<file path="config.mk">
export PLATFORM = sky130hd
export DESIGN_NAME = multi_input_debouncer_unit
export DESIGN_NICKNAME = d
export VERILOG_FILES = /design/src/rtl/mid_pkg.sv /design/src/rtl/multi_input_debouncer_unit.sv /design/src/rtl/mid_lane.sv /design/src/rtl/mid_merge.sv
export VERILOG_INCLUDE_DIRS = /design/src /design/src/rtl
export SDC_FILE = /design/constraint.sdc
export NUM_CORES = 2
export LEC_CHECK = 0
export BUFFER_PORTS_ARGS = -buffer_cell sky130_fd_sc_hd__buf_2
export CELL_PAD_IN_SITES_DETAIL_PLACEMENT = 1
export CELL_PAD_IN_SITES_GLOBAL_PLACEMENT = 1
export CORE_UTILIZATION = 52
export CTS_BUF_LIST = sky130_fd_sc_hd__clkbuf_16
export CTS_CLUSTER_SIZE = 40
export DETAILED_ROUTE_END_ITERATION = 12
export PLACE_DENSITY = 0.86
export SYNTH_ARGS = -nofsm -noshare
export SYNTH_HDL_FRONTEND = slang
export SYNTH_HIERARCHICAL = 1
export SYNTH_SLANG_ARGS = --single-unit
</file>
<file path="constraint.sdc">
create_clock -name i_clk -period 18.7 [get_ports i_clk]
set_input_delay 2.805 -clock i_clk [delete_from_list [all_inputs] [get_ports i_clk]]
set_output_delay 2.805 -clock i_clk [all_outputs]
set_load 0.005 [all_outputs]
</file>
<file path="src/rtl/multi_input_debouncer_unit_assert.svh">
// Assertion macros shared by the debouncer RTL modules.
// Depends on a clock named i_clk and an active-low reset named i_rst_n in scope.
`ifndef MULTI_INPUT_DEBOUNCER_UNIT_ASSERT_SVH
`define MULTI_INPUT_DEBOUNCER_UNIT_ASSERT_SVH

// Same-cycle implication, checked at every rising edge outside reset.
`define MID_ASSERT_NOW(label, ante, cons, msg) \
    label: assert property (@(posedge i_clk) disable iff (!i_rst_n) (ante) |-> (cons)) \
        else $error(msg);

// Next-cycle implication, checked at every rising edge outside reset.
`define MID_ASSERT_NEXT(label, ante, cons, msg) \
    label: assert property (@(posedge i_clk) disable iff (!i_rst_n) (ante) |=> (cons)) \
        else $error(msg);

`endif

</file>
<file path="src/rtl/mid_pkg.sv">
// Shared types and constants of the multi-input debouncer.
// No dependencies; imported by every debouncer module.
`default_nettype none

package mid_pkg;

    localparam int MAX_LANES   = 8;
    localparam int WINDOW_W    = 16;
    localparam int TIME_W      = 32;
    localparam int CFG_IDX_W   = 2;
    localparam int CFG_DATA_W  = 16;

    localparam logic [WINDOW_W-1:0] WINDOW_RESET  = 16'd50;
    localparam logic [7:0]          ACTIVE_RESET  = 8'h00;
    localparam logic [7:0]          USED_RESET    = 8'hFF;

    // Register indexes of the configuration port
    localparam logic [CFG_IDX_W-1:0] CFG_WINDOW = 2'd0;
    localparam logic [CFG_IDX_W-1:0] CFG_ACTIVE = 2'd1;
    localparam logic [CFG_IDX_W-1:0] CFG_USED   = 2'd2;

    typedef enum logic {
        OP_CAPTURE = 1'b0,
        OP_UPDATE  = 1'b1
    } t_op;

    // Control broadcast from the top level to every lane
    typedef struct packed {
        logic                load;
        t_op                 op;
        logic [WINDOW_W-1:0] window;
    } t_lane_ctl;

    // What one lane found for the item being loaded
    typedef struct packed {
        logic stable;
        logic changed;
    } t_lane_res;

endpackage

`default_nettype wire

</file>
<file path="src/rtl/multi_input_debouncer_unit.sv">
// Top level of the multi-input debouncer: configuration registers, lanes and merge stage.
// Depends on mid_pkg, mid_lane and mid_merge.
//
// Usage:
//   Input items arrive on the s_axis channel: tdata carries the raw pin levels and
//   the millisecond timestamp, tuser carries the op (capture or debounce update).
//   Each accepted item yields exactly one result item on the m_axis channel with
//   the stable levels, the polarity-applied logical states and the change mask.
//   m_axis_tvalid rises in the cycle after acceptance. Throughput is one item
//   per cycle while the receiver takes results: each of the first eight channels
//   has its own lane with a timestamp subtractor and window compare, all lanes resolve
//   the item in the same cycle and the merge stage registers the combined result.
//   When the receiver stalls, the result holds in the output register and the
//   input side keeps accepting only while that register is being drained.
//   The configuration port is always ready; write it only while no item is in
//   flight. Writes to an index past the register list are dropped.
//   Reset (synchronous, active low) empties the output register, loads the
//   default window, polarity and channel-enable masks, sets stable and last-read
//   levels to high and clears every channel timestamp. No clearing pass is needed.
`default_nettype none

module multi_input_debouncer_unit
    import mid_pkg::*;
#(
    parameter int CHANNELS = 8
) (
    input  wire logic                  i_clk,
    input  wire logic                  i_rst_n,
    // Input item channel
    input  wire logic                  s_axis_tvalid,
    output logic                       s_axis_tready,
    // [7:0] raw_levels, [39:8] now_ms
    input  wire logic [39:0]           s_axis_tdata,
    // [0] op
    input  wire logic                  s_axis_tuser,
    // Result channel
    output logic                       m_axis_tvalid,
    input  wire logic                  m_axis_tready,
    // [7:0] stable_levels, [15:8] logical_states, [23:16] changed_mask
    output logic [23:0]                m_axis_tdata,
    // Configuration write channel
    input  wire logic                  i_cfg_valid,
    output logic                       o_cfg_ready,
    input  wire logic [CFG_IDX_W-1:0]  i_cfg_index,
    input  wire logic [CFG_DATA_W-1:0] i_cfg_data
);

    // Channels past the width of the raw level vector have no input and stay idle,
    // so only the first eight get hardware.
    localparam int LANES = (CHANNELS < MAX_LANES) ? CHANNELS : MAX_LANES;

    logic [WINDOW_W-1:0] r_window;
    logic [7:0]          r_active_high;
    logic [7:0]          r_used;

    logic                w_ready;
    t_lane_ctl           w_ctl;
    t_lane_res           w_res [LANES];
    logic [7:0]          w_raw;
    logic [TIME_W-1:0]   w_now;

    assign w_raw = s_axis_tdata[7:0];
    assign w_now = s_axis_tdata[39:8];

    // Configuration registers: always ready, decode the index
    assign o_cfg_ready = 1'b1;

    always_ff @(posedge i_clk) begin
        if (!i_rst_n) begin
            r_window      <= WINDOW_RESET;
            r_active_high <= ACTIVE_RESET;
            r_used        <= USED_RESET;
        end else if (i_cfg_valid) begin
            unique case (i_cfg_index)
                CFG_WINDOW: r_window      <= i_cfg_data[WINDOW_W-1:0];
                CFG_ACTIVE: r_active_high <= i_cfg_data[7:0];
                CFG_USED:   r_used        <= i_cfg_data[7:0];
                default: begin
                    // drop writes past the register list
                end
            endcase
        end
    end

    // Broadcast the item to the lanes; load whenever the handshake completes
    assign s_axis_tready = w_ready;
    assign w_ctl.load    = s_axis_tvalid && w_ready;
    assign w_ctl.op      = t_op'(s_axis_tuser);
    assign w_ctl.window  = r_window;

    for (genvar g = 0; g < LANES; g++) begin : g_lane
        mid_lane u_lane (
            .i_clk   (i_clk),
            .i_rst_n (i_rst_n),
            .i_ctl   (w_ctl),
            .i_used  (r_used[g]),
            .i_raw   (w_raw[g]),
            .i_now   (w_now),
            .o_res   (w_res[g])
        );
    end

    // Combine lane results, apply polarity and hold the result for the receiver
    mid_merge #(
        .LANES (LANES)
    ) u_merge (
        .i_clk         (i_clk),
        .i_rst_n       (i_rst_n),
        .i_ctl         (w_ctl),
        .i_res         (w_res),
        .i_active_high (r_active_high),
        .o_ready       (w_ready),
        .m_axis_tvalid (m_axis_tvalid),
        .m_axis_tready (m_axis_tready),
        .m_axis_tdata  (m_axis_tdata)
    );

endmodule

`default_nettype wire

</file>
<file path="src/rtl/mid_lane.sv">
// One debounce lane: stable level, last-read level and change timestamp.
// Depends on mid_pkg and multi_input_debouncer_unit_assert.svh.
`default_nettype none
`include "multi_input_debouncer_unit_assert.svh"

module mid_lane
    import mid_pkg::*;
(
    input  wire logic              i_clk,
    input  wire logic              i_rst_n,
    input  wire t_lane_ctl         i_ctl,
    input  wire logic              i_used,
    input  wire logic              i_raw,
    input  wire logic [TIME_W-1:0] i_now,
    output t_lane_res              o_res
);

    logic              r_stable, n_stable;
    logic              r_last, n_last;
    logic [TIME_W-1:0] r_time, n_time;
    logic [TIME_W-1:0] w_elapsed;
    logic              w_changed;

    always_comb begin
        n_stable  = r_stable;
        n_last    = r_last;
        n_time    = r_time;
        w_changed = 1'b0;
        w_elapsed = '0;
        if (i_ctl.op == OP_CAPTURE) begin
            n_stable = i_used & i_raw;
            n_last   = i_used & i_raw;
            n_time   = i_now;
        end else if (i_used) begin
            if (r_last != i_raw) begin
                n_last = i_raw;
                n_time = i_now;
            end
            w_elapsed = i_now - n_time;
            if ((w_elapsed >= {{(TIME_W-WINDOW_W){1'b0}}, i_ctl.window})
                    && (r_stable != i_raw)) begin
                n_stable  = i_raw;
                w_changed = 1'b1;
            end
        end
    end

    always_ff @(posedge i_clk) begin
        if (!i_rst_n) begin
            r_stable <= 1'b1;
            r_last   <= 1'b1;
            r_time   <= '0;
        end else if (i_ctl.load) begin
            r_stable <= n_stable;
            r_last   <= n_last;
            r_time   <= n_time;
        end
    end

    assign o_res.stable  = n_stable;
    assign o_res.changed = w_changed;

    `MID_ASSERT_NEXT(a_change_flips, i_ctl.load && w_changed,
        r_stable != $past(r_stable), "lane flagged a change without a level flip")
    `MID_ASSERT_NEXT(a_unused_holds, i_ctl.load && (i_ctl.op == OP_UPDATE) && !i_used,
        $stable(r_stable) && $stable(r_last) && $stable(r_time),
        "unused lane changed state on update")
    `MID_ASSERT_NEXT(a_capture_syncs, i_ctl.load && (i_ctl.op == OP_CAPTURE),
        (r_time == $past(i_now)) && (r_last == r_stable),
        "capture did not align levels and timestamp")

endmodule

`default_nettype wire

</file>
<file path="src/rtl/mid_merge.sv">
// Merge stage: gathers lane results into the output register and drives the result channel.
// Depends on mid_pkg and multi_input_debouncer_unit_assert.svh.
`default_nettype none
`include "multi_input_debouncer_unit_assert.svh"

module mid_merge
    import mid_pkg::*;
#(
    parameter int LANES = 8
) (
    input  wire logic        i_clk,
    input  wire logic        i_rst_n,
    input  wire t_lane_ctl   i_ctl,
    input  wire t_lane_res   i_res [LANES],
    input  wire logic [7:0]  i_active_high,
    output logic             o_ready,
    output logic             m_axis_tvalid,
    input  wire logic        m_axis_tready,
    // [7:0] stable_levels, [15:8] logical_states, [23:16] changed_mask
    output logic [23:0]      m_axis_tdata
);

    localparam logic [7:0] LANE_MASK = 8'((32'd1 << LANES) - 32'd1);

    logic        r_valid, n_valid;
    logic [23:0] r_data;
    logic [7:0]  w_stable, w_changed, w_logical;

    for (genvar g = 0; g < MAX_LANES; g++) begin : g_gather
        if (g < LANES) begin : g_lane
            assign w_stable[g]  = i_res[g].stable;
            assign w_changed[g] = i_res[g].changed;
        end else begin : g_idle
            assign w_stable[g]  = 1'b0;
            assign w_changed[g] = 1'b0;
        end
    end

    assign w_logical = ~(w_stable ^ i_active_high) & LANE_MASK;

    // Take a new item whenever the output slot is empty or being drained
    assign o_ready = !r_valid || m_axis_tready;

    always_comb begin
        n_valid = r_valid;
        if (i_ctl.load) begin
            n_valid = 1'b1;
        end else if (m_axis_tready) begin
            n_valid = 1'b0;
        end
    end

    always_ff @(posedge i_clk) begin
        if (!i_rst_n) begin
            r_valid <= 1'b0;
        end else begin
            r_valid <= n_valid;
        end
    end

    always_ff @(posedge i_clk) begin
        if (i_ctl.load) begin
            r_data <= {w_changed, w_logical, w_stable};
        end
    end

    assign m_axis_tvalid = r_valid;
    assign m_axis_tdata  = r_data;

    `MID_ASSERT_NEXT(a_capture_no_change, i_ctl.load && (i_ctl.op == OP_CAPTURE),
        r_data[23:16] == 8'h00, "capture item reported a change")
    `MID_ASSERT_NEXT(a_load_shows, i_ctl.load, r_valid, "loaded item not presented")
    `MID_ASSERT_NOW(a_empty_ready, !r_valid, o_ready, "empty output slot refused an item")

endmodule

`default_nettype wire

</file>
==> results.yml <==
outcome:
  status: "completed"
floorplanning:
  start_util_pct: 52.7
  io_pins: 91
  rows: 97
  die_h_um: 269
  die_area_um2: 72200
  die_x_um: 269
  core_um2: 70100
final_layout:
  final_layout_size_suffix_gt1_share_pct: 7.17
  fillers: 9003
  final_nets: 5334
  syn_to_final_growth_pct: 6.84
route:
  drc: 0
  finalWirelength_um: 142000
  num_vias: 38800
  wl_per_cell_um: 23.9
  vias_per_cell: 6.53
  drt_iter0_drc: 2911
  first_pass_iters: 5
  drtAntennaViolNets: 0
global_routing:
  grt.overflow.total: 0
  antenna_found_initial: 3
  grt_usage_pct: 38.4
  grt_max_degree: 169
  first_global_vias: 38700
  grt_pass1_wl_um: 218000
critical_path:
  cp_max_fo: 51
  critical_path_arrival_ns: 8.51
  crit_path_max_incr_delay_ns: 0.54
  crit_slowest_cell: "buf_4"
  end_kind: "flop"
  required_ns: 19.03
  worstPathCellList: "buf_2, xor2_4, buf_4, mux2i_1, ha_1, a21o_1, a21o_1, a31oi_1, a21boi_0, o21ai_0, xor2_1, ha_1, nand4_1, nor2_1, a22o_1, a221o_1, nor4_1, nand4_1, a2111oi_0, and4_1, a21boi_1, o22ai_1, xnor2_1"
  path_class: "input port to flop"
  cp-start-kind: "input port"
sta:
  relSlewSlack_pct: 16.0
  rsz0062_at_grt: "no"
  clock_skew_ns: 0.0189
  fmax_ghz: 0.122
  hold_viol: 0
  period_needed_ns: 8.18
  period_share_pct: 43.7
  timing_max_transition_violations_final: 0
  fin_setup_tns_ns: 0
  tightest_slew_ns: 1.26
  setup_viol: 0
job:
  maxCapViolCount: 0
placement:
  hpwl_um: 100000
  port-buffer-count: 89
  gp_congestion: 1.02
synthesis:
  synth_top_area_share_pct: 16.5
  ys_seq_area_share_pct: 18.5
  netlist_area_um2: 37000
  synth_area_leaders: "dfxtp_1, ha_1, nand2_1"
  syn_avg_cell_area_um2: 7.35
  synthFlopType: "dfxtp_1"
  syn_inst: 5032
  synth_cell_types: 116
  ys.warnings.count: 6
  synth_fp_nets: 5392
  yosysTopAreaCell: "dfxtp_1"
  synth_edf_count: 24
  synthArstFlopShare_pct: 0
  ys_seq_elements: 329
clock_network:
  cts_sinks: 329
  cts_setup_buffers: 0
  post_cts_resized: 0
  clkLatencyLatePin_ns: 0.59
  clock_path_buffers: 3
  path_clk_slew_ns: 0.06
  htreeDepth: 2
  ctsHoldBuffers: 0
  cts_tree: "built"
  cts_buffers: 44
  cts-root-buf: "clkbuf_16"
power_and_ir_drop:
  powerDensity_nw_per_um2: 85.7
  p_leak_uw: 0.0158
  p_clk_share_pct: 26.4
  p_total_uw: 3390
  p_int_uw: 1910
  combPwrFrac_pct: 49.7
  power_frac_seq_pct: 23.9
  ir_drop_uv: 74.0
  netSwitchingFraction_pct: 43.6
  power_switching_uw: 1480
min_path:
  hold_path_class: "flop to flop"
==> registers in the layout (all words and copies together) (netlist names) <==
signal                  count
g_lane.u_lane/r_time      256
u_merge/m_axis_tdata       24
r_window                   16
g_lane.u_lane/r_last        8
g_lane.u_lane/r_stable      8
r_active_high               8
r_used                      8
u_merge/m_axis_tvalid       1
==> metrics by stage <==
stage	utilization (%)	hold WS, ns	area, um^2	setup slack [ns]	cells
floorplan	-	0.443	37000	10.40	5032
global placement	54.2	0.451	38000	10.26	5868
detailed placement	54.2	0.458	38000	10.11	5868
CTS	56.3	0.466	39500	10.71	5948
global route	56.3	0.478	39500	10.17	5948
finish	56.3	0.463	39500	10.52	5950
==> final cells by class <==
cell class | instances | area (um^2) | share of cell area [%]
multi-input cells | 4218 | 28200 | 71.5
flip-flops and latches | 329 | 6830 | 17.3
well taps | 940 | 1180 | 2.98
clock buffers | 45 | 1130 | 2.85
repair buffers | 146 | 896 | 2.27
inverters | 235 | 882 | 2.23
clock inverters | 35 | 352 | 0.890
diodes | 2 | 5.00 | 0.0127
==> worst max-delay path: cells and delay by family <==
kind	cells	cell delay, ns
XOR/XNOR	3	0.44
AO/OA/AOI/OAI	10	2.47
adder cells (fa/ha/maj)	2	0.64
buffers and inverters	2	0.74
AND/OR/NAND/NOR	5	1.09
multiplexers	1	0.26
==> cells by family (layout without fill, tap and decap cells) <==
logic type / Yosys count / in the layout / synth area share [%]
compound gates: 1583 / 1583 / 29.8
xor+xnor: 256 / 256 / 6.35
fa+ha+maj: 310 / 310 / 10.4
buf+inv: 485 / 461 / 5.55
flops: 329 / 329 / 18.5
mux: 213 / 213 / 5.80
other cells: 1 / 3 / 0.0101
simple gates: 1855 / 1855 / 23.7
==> layer usage <==
layer,track usage (%),share of wire [%]
met1,49.4,43
met2,62.5,45
met3,5.95,7.1
met4,18.9,5.1
met5,0,0.034
==> final timing paths <==
kind                                             startpoint                           to  slack, ns  cells past startpoint
worst max-delay path                        s_axis_tdata[0]      u_merge/m_axis_tdata[8]      10.52                     23
worst min-delay path            g_lane[5].u_lane/r_time[26]  g_lane[5].u_lane/r_time[26]       0.46                      2
worst max register to register      g_lane[0].u_lane/r_last      u_merge/m_axis_tdata[8]      12.44                     22
worst min register to register  g_lane[5].u_lane/r_time[26]  g_lane[5].u_lane/r_time[26]       0.46                      2
==> synthesized netlist by cell type, types with 24 or more instances <==
master / number
a211oi_1: 86
a21boi_0: 274
a21o_1: 104
a21oi_1: 344
a31oi_1: 47
and3_1: 40
clkbuf_1: 194
dfxtp_1: 305
edfxtp_1: 24
ha_1: 296
inv_1: 235
mux2i_1: 204
nand2_1: 873
nand2b_1: 115
nand3_1: 67
nand4_1: 83
nor2_1: 286
nor2b_1: 127
nor3_1: 56
nor4_1: 41
o211ai_1: 40
o21a_1: 33
o21ai_0: 238
o21ai_1: 34
o21bai_1: 28
o22ai_1: 30
or3_1: 35
xnor2_1: 141
xor2_1: 101
==> placed cells by master, fill, tap and decap left out, drive strengths merged, types with 41 or more instances in the layout <==
master,n
buf,146
o21ai,278
nand2,873
nor4,41
mux2i,204
dfxtp,305
a31oi,47
inv,242
ha,296
nand2b,116
xor2,109
a21boi,281
clkbuf,45
nand4,83
a211oi,95
xnor2,147
nor2,288
nor3,57
o211ai,50
a21oi,352
nand3,67
a21o,104
nor2b,127
==> power by group through the flow <==
| stage | logic (uW) | clock network [uW] | registers (uW) |
|---|---|---|---|
| 3_5_place_dp | 1630 | 0 | 822 |
| 4_1_cts | 1650 | 906 | 807 |
| 5_1_grt | 1830 | 931 | 813 |
| 2_1_floorplan | 1190 | 0 | 804 |
| 3_3_place_gp | 1580 | 0 | 819 |
| 6_report | 1680 | 893 | 809 |
No activity file was read; power rests on OpenSTA's default activity.
